$ cat src/rtl/core/fss_pkg.sv
// Package for the fuzzy subsequence scorer: sizes, score constants,
// the command opcode type and the classified command carried front to back.
// No dependencies.
`default_nettype none

package fss_pkg;

  localparam int NEEDLE_MAX   = 64;
  localparam int HAYSTACK_MAX = 255;
  localparam int QUEUE_DEPTH  = 2;

  localparam int CHAR_W  = 8;
  localparam int IDX_W   = (NEEDLE_MAX > 1) ? $clog2(NEEDLE_MAX) : 1;
  localparam int LEN_W   = $clog2(NEEDLE_MAX + 1);
  localparam int POS_W   = $clog2(HAYSTACK_MAX + 1);
  localparam int SCORE_W = 15;
  localparam int SUM_W   = SCORE_W + 2;
  localparam int QPTR_W  = (QUEUE_DEPTH > 1) ? $clog2(QUEUE_DEPTH) : 1;
  localparam int QCNT_W  = $clog2(QUEUE_DEPTH + 1);

  localparam int SCORE_EMPTY     = 10000;
  localparam int SCORE_UNMATCHED = -1;
  localparam int START_BONUS     = 100;
  localparam int BOUNDARY_BONUS  = 50;
  localparam int SCORE_MAX       = (1 << (SCORE_W - 1)) - 1;
  localparam int SCORE_MIN       = -(1 << (SCORE_W - 1));

  localparam logic [CHAR_W-1:0] CH_SPACE  = 8'h20;
  localparam logic [CHAR_W-1:0] CH_HYPHEN = 8'h2D;
  localparam logic [CHAR_W-1:0] CH_UNDER  = 8'h5F;
  localparam logic [CHAR_W-1:0] CH_UPPER_A = 8'h41;
  localparam logic [CHAR_W-1:0] CH_UPPER_Z = 8'h5A;
  localparam logic [CHAR_W-1:0] CASE_OFFSET = 8'h20;

  typedef enum logic [1:0] {
    OP_CLEAR  = 2'd0,
    OP_APPEND = 2'd1,
    OP_BYTE   = 2'd2,
    OP_END    = 2'd3
  } op_e;

  typedef struct packed {
    op_e               op;
    logic [CHAR_W-1:0] ch;
    logic              sep;
  } cmd_t;

endpackage

`default_nettype wire

$ cat src/rtl/core/fss_front.sv
// Front stage: accepts input items, lowercases the character and flags
// separators, and holds the classified command for the queue. Uses fss_pkg.
`default_nettype none

module fss_front import fss_pkg::*; (
  input  wire logic              clk_i,
  input  wire logic              rst_ni,
  input  wire logic              in_valid_i,
  output logic                   in_ready_o,
  input  wire logic [1:0]        opcode_i,
  input  wire logic [CHAR_W-1:0] char_in_i,
  output logic                   cmd_valid_o,
  input  wire logic              cmd_ready_i,
  output cmd_t                   cmd_o
);

  logic valid_q, valid_d;
  cmd_t cmd_q, cmd_d;
  logic accept;

  assign in_ready_o = !valid_q || cmd_ready_i;
  assign accept     = in_valid_i && in_ready_o;

  always_comb begin
    cmd_d.op  = op_e'(opcode_i);
    cmd_d.ch  = char_in_i;
    if (char_in_i >= CH_UPPER_A && char_in_i <= CH_UPPER_Z) begin
      cmd_d.ch = char_in_i + CASE_OFFSET;
    end
    cmd_d.sep = (char_in_i == CH_SPACE) || (char_in_i == CH_HYPHEN) ||
                (char_in_i == CH_UNDER);
  end

  always_comb begin
    valid_d = valid_q;
    if (accept) begin
      valid_d = 1'b1;
    end else if (cmd_ready_i) begin
      valid_d = 1'b0;
    end
  end

  always_ff @(posedge clk_i or negedge rst_ni) begin
    if (!rst_ni) begin
      valid_q <= 1'b0;
    end else begin
      valid_q <= valid_d;
    end
  end

  always_ff @(posedge clk_i) begin
    if (accept) begin
      cmd_q <= cmd_d;
    end
  end

  assign cmd_valid_o = valid_q;
  assign cmd_o       = cmd_q;

endmodule

`default_nettype wire

$ cat src/rtl/core/fss_queue.sv
// Short command queue between front and back stages.
// Uses fss_pkg for the command type and depth.
`default_nettype none

module fss_queue import fss_pkg::*; (
  input  wire logic clk_i,
  input  wire logic rst_ni,
  input  wire logic push_valid_i,
  output logic      push_ready_o,
  input  wire cmd_t push_cmd_i,
  output logic      pop_valid_o,
  input  wire logic pop_ready_i,
  output cmd_t      pop_cmd_o
);

  cmd_t              entry_q [QUEUE_DEPTH];
  logic [QPTR_W-1:0] wr_ptr_q, wr_ptr_d;
  logic [QPTR_W-1:0] rd_ptr_q, rd_ptr_d;
  logic [QCNT_W-1:0] count_q, count_d;
  logic              push, pop;

  assign push_ready_o = (count_q != QCNT_W'(QUEUE_DEPTH));
  assign pop_valid_o  = (count_q != '0);
  assign push         = push_valid_i && push_ready_o;
  assign pop          = pop_valid_o && pop_ready_i;
  assign pop_cmd_o    = entry_q[rd_ptr_q];

  always_comb begin
    wr_ptr_d = wr_ptr_q;
    rd_ptr_d = rd_ptr_q;
    count_d  = count_q;
    if (push) begin
      wr_ptr_d = (wr_ptr_q == QPTR_W'(QUEUE_DEPTH - 1)) ? '0 : wr_ptr_q + 1'b1;
    end
    if (pop) begin
      rd_ptr_d = (rd_ptr_q == QPTR_W'(QUEUE_DEPTH - 1)) ? '0 : rd_ptr_q + 1'b1;
    end
    if (push && !pop) begin
      count_d = count_q + 1'b1;
    end else if (pop && !push) begin
      count_d = count_q - 1'b1;
    end
  end

  always_ff @(posedge clk_i or negedge rst_ni) begin
    if (!rst_ni) begin
      wr_ptr_q <= '0;
      rd_ptr_q <= '0;
      count_q  <= '0;
    end else begin
      wr_ptr_q <= wr_ptr_d;
      rd_ptr_q <= rd_ptr_d;
      count_q  <= count_d;
    end
  end

  always_ff @(posedge clk_i) begin
    if (push) begin
      entry_q[wr_ptr_q] <= push_cmd_i;
    end
  end

endmodule

`default_nettype wire

$ cat src/rtl/core/fss_back.sv
// Back stage: needle store, match cursor, score update and result register.
// Uses fss_pkg for sizes, constants and the command type.
`default_nettype none

module fss_back import fss_pkg::*; (
  input  wire logic              clk_i,
  input  wire logic              rst_ni,
  input  wire logic              cmd_valid_i,
  output logic                   cmd_ready_o,
  input  wire cmd_t              cmd_i,
  output logic                   out_valid_o,
  input  wire logic              out_ready_i,
  output logic                   matched_o,
  output logic signed [SCORE_W-1:0] score_o
);

  logic [CHAR_W-1:0] store_q [NEEDLE_MAX];
  logic [CHAR_W-1:0] want_q;

  logic [LEN_W-1:0]   length_q, length_d;
  logic [LEN_W-1:0]   cursor_q, cursor_d;
  logic [POS_W-1:0]   pos_q, pos_d;
  logic [POS_W-1:0]   nexp_q, nexp_d;
  logic [SCORE_W-1:0] run_q, run_d;
  logic               prev_sep_q, prev_sep_d;

  logic                     out_valid_q, out_valid_d;
  logic                     res_matched_q;
  logic signed [SCORE_W-1:0] res_score_q;
  logic                     res_matched_d;
  logic [SCORE_W-1:0]       res_score_d;

  logic              fire, wr_en, hit, done, bypass;
  logic [IDX_W-1:0]  wr_addr, rd_addr;
  logic [POS_W-1:0]  gap;
  logic [SUM_W-1:0]  bonus, gap2, sum;

  assign cmd_ready_o = (cmd_i.op != OP_END) || !out_valid_q || out_ready_i;
  assign fire        = cmd_valid_i && cmd_ready_o;

  assign wr_en   = fire && (cmd_i.op == OP_APPEND) && (length_q < LEN_W'(NEEDLE_MAX));
  assign wr_addr = length_q[IDX_W-1:0];
  assign rd_addr = cursor_d[IDX_W-1:0];
  assign bypass  = wr_en && (wr_addr == rd_addr);

  assign done = (cursor_q >= length_q);
  assign hit  = (pos_q < POS_W'(HAYSTACK_MAX)) && !done && (cmd_i.ch == want_q);

  always_comb begin
    gap   = pos_q - nexp_q;
    gap2  = SUM_W'({gap, 1'b0});
    bonus = '0;
    if (pos_q == '0) begin
      bonus = SUM_W'(START_BONUS);
    end else if (prev_sep_q) begin
      bonus = SUM_W'(BOUNDARY_BONUS);
    end
    sum = {{2{run_q[SCORE_W-1]}}, run_q} + bonus - gap2;
  end

  always_comb begin
    length_d   = length_q;
    cursor_d   = cursor_q;
    pos_d      = pos_q;
    nexp_d     = nexp_q;
    run_d      = run_q;
    prev_sep_d = prev_sep_q;
    if (fire) begin
      unique case (cmd_i.op)
        OP_CLEAR: begin
          length_d   = '0;
          cursor_d   = '0;
          pos_d      = '0;
          nexp_d     = '0;
          run_d      = '0;
          prev_sep_d = 1'b0;
        end
        OP_APPEND: begin
          if (wr_en) begin
            length_d = length_q + 1'b1;
          end
        end
        OP_BYTE: begin
          if (pos_q < POS_W'(HAYSTACK_MAX)) begin
            if (hit) begin
              cursor_d = cursor_q + 1'b1;
              nexp_d   = pos_q + 1'b1;
              if ($signed(sum) > $signed(SUM_W'(SCORE_MAX))) begin
                run_d = SCORE_W'(SCORE_MAX);
              end else if ($signed(sum) < $signed(SUM_W'(SCORE_MIN))) begin
                run_d = SCORE_W'(SCORE_MIN);
              end else begin
                run_d = sum[SCORE_W-1:0];
              end
            end
            prev_sep_d = cmd_i.sep;
            pos_d      = pos_q + 1'b1;
          end
        end
        OP_END: begin
          cursor_d   = '0;
          pos_d      = '0;
          nexp_d     = '0;
          run_d      = '0;
          prev_sep_d = 1'b0;
        end
        default: begin
        end
      endcase
    end
  end

  always_comb begin
    res_matched_d = (length_q == '0) || done;
    if (length_q == '0) begin
      res_score_d = SCORE_W'(SCORE_EMPTY);
    end else if (done) begin
      res_score_d = run_q;
    end else begin
      res_score_d = SCORE_W'(SCORE_UNMATCHED);
    end
    out_valid_d = out_valid_q;
    if (fire && (cmd_i.op == OP_END)) begin
      out_valid_d = 1'b1;
    end else if (out_ready_i) begin
      out_valid_d = 1'b0;
    end
  end

  always_ff @(posedge clk_i or negedge rst_ni) begin
    if (!rst_ni) begin
      length_q    <= '0;
      cursor_q    <= '0;
      pos_q       <= '0;
      nexp_q      <= '0;
      run_q       <= '0;
      prev_sep_q  <= 1'b0;
      out_valid_q <= 1'b0;
    end else begin
      length_q    <= length_d;
      cursor_q    <= cursor_d;
      pos_q       <= pos_d;
      nexp_q      <= nexp_d;
      run_q       <= run_d;
      prev_sep_q  <= prev_sep_d;
      out_valid_q <= out_valid_d;
    end
  end

  always_ff @(posedge clk_i) begin
    if (wr_en) begin
      store_q[wr_addr] <= cmd_i.ch;
    end
    want_q <= bypass ? cmd_i.ch : store_q[rd_addr];
  end

  always_ff @(posedge clk_i) begin
    if (fire && (cmd_i.op == OP_END)) begin
      res_matched_q <= res_matched_d;
      res_score_q   <= $signed(res_score_d);
    end
  end

  assign out_valid_o = out_valid_q;
  assign matched_o   = res_matched_q;
  assign score_o     = res_score_q;

endmodule

`default_nettype wire

$ cat src/rtl/core/fuzzy_subsequence_scorer_top.sv
// Top level of the fuzzy subsequence scorer: front stage, command queue
// and back stage. Uses fss_pkg, fss_front, fss_queue and fss_back.
//
// Input channel: in_valid_i/in_ready_o with opcode_i and char_in_i.
//   Opcodes clear the needle, append a needle character, feed a haystack
//   byte, or end the haystack. Only the end opcode yields a result.
// Output channel: out_valid_o/out_ready_i with matched_o and score_o.
// Throughput: one item per cycle unless an end item waits on a held
//   result; set by the compare and score update in the back stage
//   against a prefetched needle character.
// Result path: an end item moves from the front register through the
//   queue, and its result is then captured in the result register.
// Receiver stall: the result register holds; non-end items keep flowing
//   into the back stage, and the next end item waits at the queue head,
//   which then fills and drops in_ready_o.
// Reset: needle length, match progress and all handshake state clear;
//   the needle store contents are undefined until appended.
`default_nettype none

module fuzzy_subsequence_scorer_top import fss_pkg::*; (
  input  wire logic                 clk_i,
  input  wire logic                 rst_ni,
  input  wire logic                 in_valid_i,
  output logic                      in_ready_o,
  input  wire logic [1:0]           opcode_i,
  input  wire logic [CHAR_W-1:0]    char_in_i,
  output logic                      out_valid_o,
  input  wire logic                 out_ready_i,
  output logic                      matched_o,
  output logic signed [SCORE_W-1:0] score_o
);

  logic front_valid, q_push_ready;
  cmd_t front_cmd;
  logic q_valid, back_ready;
  cmd_t q_cmd;

  fss_front u_front (
    .clk_i       (clk_i),
    .rst_ni      (rst_ni),
    .in_valid_i  (in_valid_i),
    .in_ready_o  (in_ready_o),
    .opcode_i    (opcode_i),
    .char_in_i   (char_in_i),
    .cmd_valid_o (front_valid),
    .cmd_ready_i (q_push_ready),
    .cmd_o       (front_cmd)
  );

  fss_queue u_queue (
    .clk_i        (clk_i),
    .rst_ni       (rst_ni),
    .push_valid_i (front_valid),
    .push_ready_o (q_push_ready),
    .push_cmd_i   (front_cmd),
    .pop_valid_o  (q_valid),
    .pop_ready_i  (back_ready),
    .pop_cmd_o    (q_cmd)
  );

  fss_back u_back (
    .clk_i       (clk_i),
    .rst_ni      (rst_ni),
    .cmd_valid_i (q_valid),
    .cmd_ready_o (back_ready),
    .cmd_i       (q_cmd),
    .out_valid_o (out_valid_o),
    .out_ready_i (out_ready_i),
    .matched_o   (matched_o),
    .score_o     (score_o)
  );

  a_back_stalls_only_on_end: assert property (@(posedge clk_i) disable iff (!rst_ni)
    q_valid && !back_ready |-> (q_cmd.op == OP_END) && out_valid_o && !out_ready_i)
    else $error("back stage stalled without a blocked result");

  a_front_holds_on_full: assert property (@(posedge clk_i) disable iff (!rst_ni)
    front_valid && !q_push_ready |=> front_valid)
    else $error("front command lost while queue full");

  a_unmatched_score: assert property (@(posedge clk_i) disable iff (!rst_ni)
    out_valid_o && !matched_o |-> score_o == SCORE_W'(SCORE_UNMATCHED))
    else $error("unmatched result with a score other than minus one");

endmodule

`default_nettype wire
$ cat config.mk
export PLATFORM = sky130hd
export DESIGN_NAME = fuzzy_subsequence_scorer_top
export DESIGN_NICKNAME = d
export VERILOG_FILES = /design/src/rtl/core/fss_pkg.sv /design/src/rtl/core/fss_front.sv /design/src/rtl/core/fss_queue.sv /design/src/rtl/core/fss_back.sv /design/src/rtl/core/fuzzy_subsequence_scorer_top.sv
export SDC_FILE = /design/constraint.sdc
export NUM_CORES = 1
export LEC_CHECK = 0
export BUFFER_PORTS_ARGS = -buffer_cell sky130_fd_sc_hd__buf_2
export CORE_UTILIZATION = 60
export DETAILED_ROUTE_END_ITERATION = 16
export GPL_ROUTABILITY_DRIVEN = 0
export GPL_TIMING_DRIVEN = 0
export PLACE_DENSITY_LB_ADDON = 0.05
export SYNTH_ARGS = -nofsm -noshare
export SYNTH_HDL_FRONTEND = slang
export SYNTH_SLANG_ARGS = --single-unit
$ cat constraint.sdc
create_clock -name clk_i -period 5.9 [get_ports clk_i]
set_input_delay 0 -clock clk_i [delete_from_list [all_inputs] [get_ports clk_i]]
set_output_delay 0 -clock clk_i [all_outputs]
set_load 0.1 [all_outputs]
# --- After elaboration in Yosys (flattened, before gate mapping) ---
# Memory sizes are Yosys's and may differ from the RTL's. A register that Yosys moved wholly into a read port is not among the register bits.
# Index checks and enable logic that the tools add are counted.
classes:
  magnitude_cmp: 7
  reduce_logical: 36
  addsub: 11
  eq_ne: 12
  bitwise: 1
  n_mux: 34
op_table:
  columns: ["cell", "n"]
  rows:
  - ["two-way mux 15 bit", 5]
  - ["two-way mux 8 bit", 4]
  - ["one-hot mux 8 bit (2 select lines)", 2]
  - ["one-hot mux 15 bit (2 select lines)", 1]
  - ["two-way mux 7 bit", 4]
  - ["one-hot mux 7 bit (2 select lines)", 2]
  - ["greater-than comparator 17 x 15 -> 1 bit (second input constant)", 1]
  - ["less-than comparator 17 x 15 -> 1 bit (second input constant)", 1]
  - ["subtractor 17 x 9 -> 17 bit", 1]
  - ["adder 15 x 8 -> 16 bit", 1]
  - ["== test 8 x 6 -> 1 bit (second input constant)", 2]
  - ["adder 7 x 1 -> 7 bit (second input constant)", 2]
  - ["two-way mux 6 bit", 2]
  - ["nonzero test 2 bit", 6]
  - ["logical AND 1 bit", 11]
  - ["two-way mux 1 bit", 11]
  - ["adder 8 x 1 -> 8 bit (second input constant)", 1]
  - ["adder 8 x 6 -> 8 bit (second input constant)", 1]
  - ["== test 8 x 7 -> 1 bit (second input constant)", 1]
  - ["== test 8 bit", 1]
  - ["greater-or-equal comparator 8 x 7 -> 1 bit (second input constant)", 1]
  - ["<= comparator 8 x 7 -> 1 bit (second input constant)", 1]
  - ["logical NOT 8 bit", 1]
  - ["less-than comparator 8 bit (second input constant)", 1]
  - ["20 further kinds", 37]
totals:
  input_bits: 14
  wordCells: 121
  regBits: 79
  mem_bits_rw: 534
  mem_count: 2
  out_inout_bits: 18
mem_list:
  columns: ["memory", "depth", "word_bits", "rd", "rd_clocked_by_memory_dff", "write_ports", "line", "text"]
  rows:
  - ["u_back.store_q", 64, 8, 1, 1, 1, "fss_back.sv:17", "logic [CHAR_W-1:0] store_q [NEEDLE_MAX];"]
  - ["u_queue.entry_q", 2, 11, 1, 0, 1, "fss_queue.sv:16", "cmd_t entry_q [QUEUE_DEPTH];"]

# --- Logic depth before layout (Yosys ltp) ---
depth:
  ltp_word: 10
  mapped_depth: 22
  depth_no_buf: 21

# --- Modules after synthesis ---
# A second synthesis with hierarchy kept.
unflattened:
  hier_cells: 1628
  area_unflattened_um2: 26517.9
modules_own_cells:
  columns: ["mod", "cells_each", "seq_area_each_um2", "area_each_um2", "n_inst"]
  rows:
  - ["fss_back", 1544, 17151.4, 25014.0, 1]
  - ["fss_queue", 52, 760.7, 1003.5, 1]
  - ["fss_front", 32, 355.3, 500.5, 1]

# --- Worst setup path after synthesis ---
# Ideal clock, no wire load.
synth_timing:
  path_type: "reg-to-reg"
  startpoint: "register u_back.pos_q[4]"
  endpoint: "register u_back.run_q[6]"
  period_less_slack_ps: 4445
  setup_slack_ps: 1455
  stages_incl_launch_ff: 22
  t_required_ps: 5775
  n_path_buf: 2
  setup_ps: 125
  t_arrival_ps: 4320
  path_cell_list: "dfrtp_1 -> nor4_1 -> nand3_1 -> and2_1 -> ha_1 -> inv_1 -> fa_1 -> and3b_1 -> o22ai_1 -> xnor2_1 -> ha_1 -> o21ai_0 -> a21oi_1 -> o21ai_0 -> nor3b_1 -> o211ai_1 -> a21oi_1 -> or3_1 -> buf_2 -> clkbuf_1 -> o21ai_0 -> mux2_2"
synth_via:
  elab_chain_cells: 10
  word_cells_on_any_way: 18
  cone_classes: "3 x add/sub; 3 x order compare; 2 x eq/ne; 6 x mux; 4 x reduce/logical"
synth_lines:
  columns: ["element", "line", "text"]
  rows:
  - ["start, declared", "fss_back.sv:22", "logic [POS_W-1:0] pos_q, pos_d;"]
  - ["start signal, assigned", "fss_back.sv:142", "pos_q <= pos_d;"]
  - ["logical NOT 8 bit", "fss_back.sv:53", "if (pos_q == '0) begin"]
  - ["two-way mux 7 bit", "fss_back.sv:53", null]
  - ["adder 15 x 8 -> 16 bit", "fss_back.sv:58", "sum = {{2{run_q[SCORE_W-1]}}, run_q} + bonus - gap2;"]
  - ["subtractor 17 x 9 -> 17 bit", "fss_back.sv:58", null]
  - ["less-than comparator 17 x 15 -> 1 bit", "fss_back.sv:90", "end else if ($signed(sum) < $signed(SUM_W'(SCORE_MIN))) begin"]
  - ["two-way mux 15 bit", "fss_back.sv:90", null]
  - ["two-way mux 15 bit", "fss_back.sv:88", "if ($signed(sum) > $signed(SUM_W'(SCORE_MAX))) begin"]
  - ["two-way mux 15 bit", "fss_back.sv:85", "if (hit) begin"]
  - ["two-way mux 15 bit", "fss_back.sv:84", "if (pos_q < POS_W'(HAYSTACK_MAX)) begin"]
  - ["one-hot mux 15 bit (2 select lines)", "fss_back.sv:69", "unique case (cmd_i.op)"]
  - ["end signal, assigned", "fss_back.sv:144", "run_q <= run_d;"]
  - ["end, declared", "fss_back.sv:24", "logic [SCORE_W-1:0] run_q, run_d;"]
# Parallel ways exist; a longest one is shown, timed or not. The select of a mux whose other input is x is not followed.
# A chain may end at the register's enable or synchronous reset.

==> flow_summary.yaml <==
sta:
  maxSlewViolCount: 0
  period_minus_slack_ps: 5280
  finalHoldViolCount: 0
  holdWs_ps: 101
  rsz0062_at_grt: "no"
  period_share_pct: 89.4
  worst_slack_ps: 625
  tightest_slew_ps: 1370
  slew_headroom_pct: 8.63
  clock.fmax_mhz: 190
  setup-tns-final_ps: 0
  skew_ps: 24.9
  setup_viol: 0
yosys:
  ys_ff_latch: 619
  synth.most_common_cell: "edfxtp_1"
  ys_types: 78
  synth_cells: 1636
  async_flop_share_pct: 8.40
  synth_warnings: 0
  synth_area_sq_mm: 0.0264
  synth_top_area_share_pct: 63.9
  synth_area_leaders: "edfxtp_1 (64%), mux4_2 (7.4%), dfrtp_1 (4.9%)"
  synth_top_flop_cell: "edfxtp_1"
  synth_common_cells: "edfxtp_1 (561), nor2_1 (116), nand2_1 (110), mux2i_1 (99), mux4_2 (87)"
  ys_seq_area_share_pct: 69.3
  yosys.area.top_type: "edfxtp_1"
  synth-edff-count: 561
  syn_area_per_cell_sq_um: 16.1
  syn_nets: 1691
layout:
  fin_util_pct: 68.2
  num_antenna_cells: 0
  post_layout_nonfiller_instances: 2384
  syn_to_final_growth_pct: 11.7
  fill_cells: 3029
  layout-drive-gt1-share_pct: 16.2
  nets: 1806
cts:
  path_clk_slew_ps: 60
  cts_inserted_buffers: 60
  clkSinkCount: 619
  clockRootBuffer: "clkbuf_16"
  clk_path_buf_depth: 3
  htree_levels: 2
  clock_latency_ps: 640
  cts_tree: "done"
floorplanning:
  rows: 76
  fp.dieH_um: 212
  die_area_sq_mm: 0.0448
  start_util_pct: 61.0
  pin_count: 32
  chipWidth_um: 212
  core_area_sq_mm: 0.0432
global_route:
  grt_use_met1_pct: 46.8
  use_met3_pct: 7.40
  overflow: 0
  grtUsageMet2_pct: 48.6
  antenna_found_initial: 1
  grt_pass1_wl_mm: 101
  gr-max-usage-layer: "met2"
  grt_pass1_vias: 15100
  track_usage_pct: 32.5
  grt_max_degree: 67
pwr:
  power_leakage_nw: 9.74
  max-vdd-ir-drop_uv: 434
  power_density_mw_per_mm2: 469
routing:
  drc: 0
  num_vias: 15600
  viasPerCell: 6.55
  drt_pre_antenna_iters: 7
  wl_per_cell_um: 29.5
  wl_mm: 70.2
  antenna_left: 0
  drtIter0Drc: 2156
setup_path:
  crit_fanout: 10
  endpoint_kind: "register"
  required_ps: 6370
  critical_path_class: "reg2reg"
  arrival_ps: 5740
  crit_chain: "buf_4, buf_2, clkinv_1, mux2i_1, a32o_1, nor4_1, a31oi_1, xnor2_1, nor4bb_1, a21oi_2, clkbuf_1, o21ai_0"
  startpoint_type: "register"
  cpMaxStageDelayCell: "nor4_1"
  max_stage_delay_ps: 740
flow_run:
  max_cap_viol_count: 0
place:
  portBuffers: 31
  dpl.cell_count: 2259
  place_ws_ps: 252
  dp_hpwl_mm: 46.0
status:
  status: "finished, final reports clean"
worst_hold_path:
  hold_path.class: "in2reg"
  worstHoldStart: "opcode_i[0]"
[final timing paths]
path,to,slack [ps],cells after the start
min in group asynchronous,u_front.cmd_valid_o,190,2
worst max-delay path,u_back.run_q[14],620,12
worst min-delay path,u_front.cmd_o[9],100,2
max in group asynchronous,u_back.run_q[11],4940,2
worst max register to register,u_back.run_q[14],620,12
worst min register to register,u_queue.entry_q[1][6],440,0
[power by group]
part	internal, mW	switching (mW)
combinational	1.46	2.87
clock	2.11	1.61
sequential	5.63	0.134
total	9.20	4.62
[worst max-delay path, delay by kind of cell, from the launching register on]
| family | cells | cell delay, ps |
|---|---|---|
| and+or+nand+nor | 2 | 930 |
| muxes | 1 | 330 |
| DFF | 1 | 350 |
| AOI/OAI and AO/OA | 4 | 1260 |
| xor gates and xnor gates | 1 | 210 |
| buffers and inverters | 4 | 2010 |
[metal layers]
metal / part of all wire, % / wire, um
met5: 0 / 0
met4: 4.0 / 2810
met3: 11 / 7970
met2: 45 / 31600
met1: 40 / 27800
[layout by cell type (no fill, tap or decap), types with 17 or more instances in the layout]
cell type,n
nor2b_1,26
nor2_1,116
buf_2,48
buf_4,19
a21oi_1,30
ha_1,38
xnor2_1,28
mux4_2,87
mux2i_1,99
mux2_2,18
o21a_1,17
clkbuf_16,62
edfxtp_1,561
inv_1,41
o21ai_0,45
nand2_1,110
a22oi_1,27
clkbuf_1,37
dfrtp_1,52
nand3_1,44
[registers in the layout, summed over array words and instances, names as in the netlist, named ones only]
name,cells
u_back.store_q,512
u_queue.entry_q,22
u_back.run_q,15
u_back.score_o,15
u_front.cmd_o,11
u_back.nexp_q,8
u_back.pos_q,8
u_back.cursor_q,7
u_back.length_q,7
u_queue.count_q,2
u_back.matched_o,1
u_back.out_valid_o,1
u_back.prev_sep_q,1
u_front.cmd_valid_o,1
u_queue.rd_ptr_q,1
u_queue.wr_ptr_q,1
[logic make-up after synthesis]
group | share of synthesized area (%)
buf+inv | 2.23
simple gates | 6.96
flops | 69.3
mux | 12.2
compound gates | 5.84
fa+ha+maj | 2.03
xor+xnor | 1.46
[stage by stage]
| stage | total power, mW | instance area [sq um] |
|---|---|---|
| global route | 14.4 | 29500 |
| floorplan | 8.87 | 26400 |
| CTS | 13.8 | 29400 |
| finish | 13.8 | 29500 |
| detailed placement | 10.1 | 27400 |
| global placement | 9.91 | 27200 |
[area by class of cell]
cell class	count	area (sq um)	area share, %
well taps	585	732	2.49
clock buffers	83	1640	5.57
repair buffers	53	453	1.54
inverters	51	191	0.650
plain buffers	66	398	1.35
flip-flops and latches	619	18300	62.0
multi-input cells	900	7520	25.5
clock inverters	27	254	0.862
[timing repair]
item,CTS,global route
resized for setup,0,6
hold buffers,15,0
endpoints found under the setup margin,0,13
hold endpoints to repair,65,0
setup buffers,0,0
(Power assumes the default switching activity.)
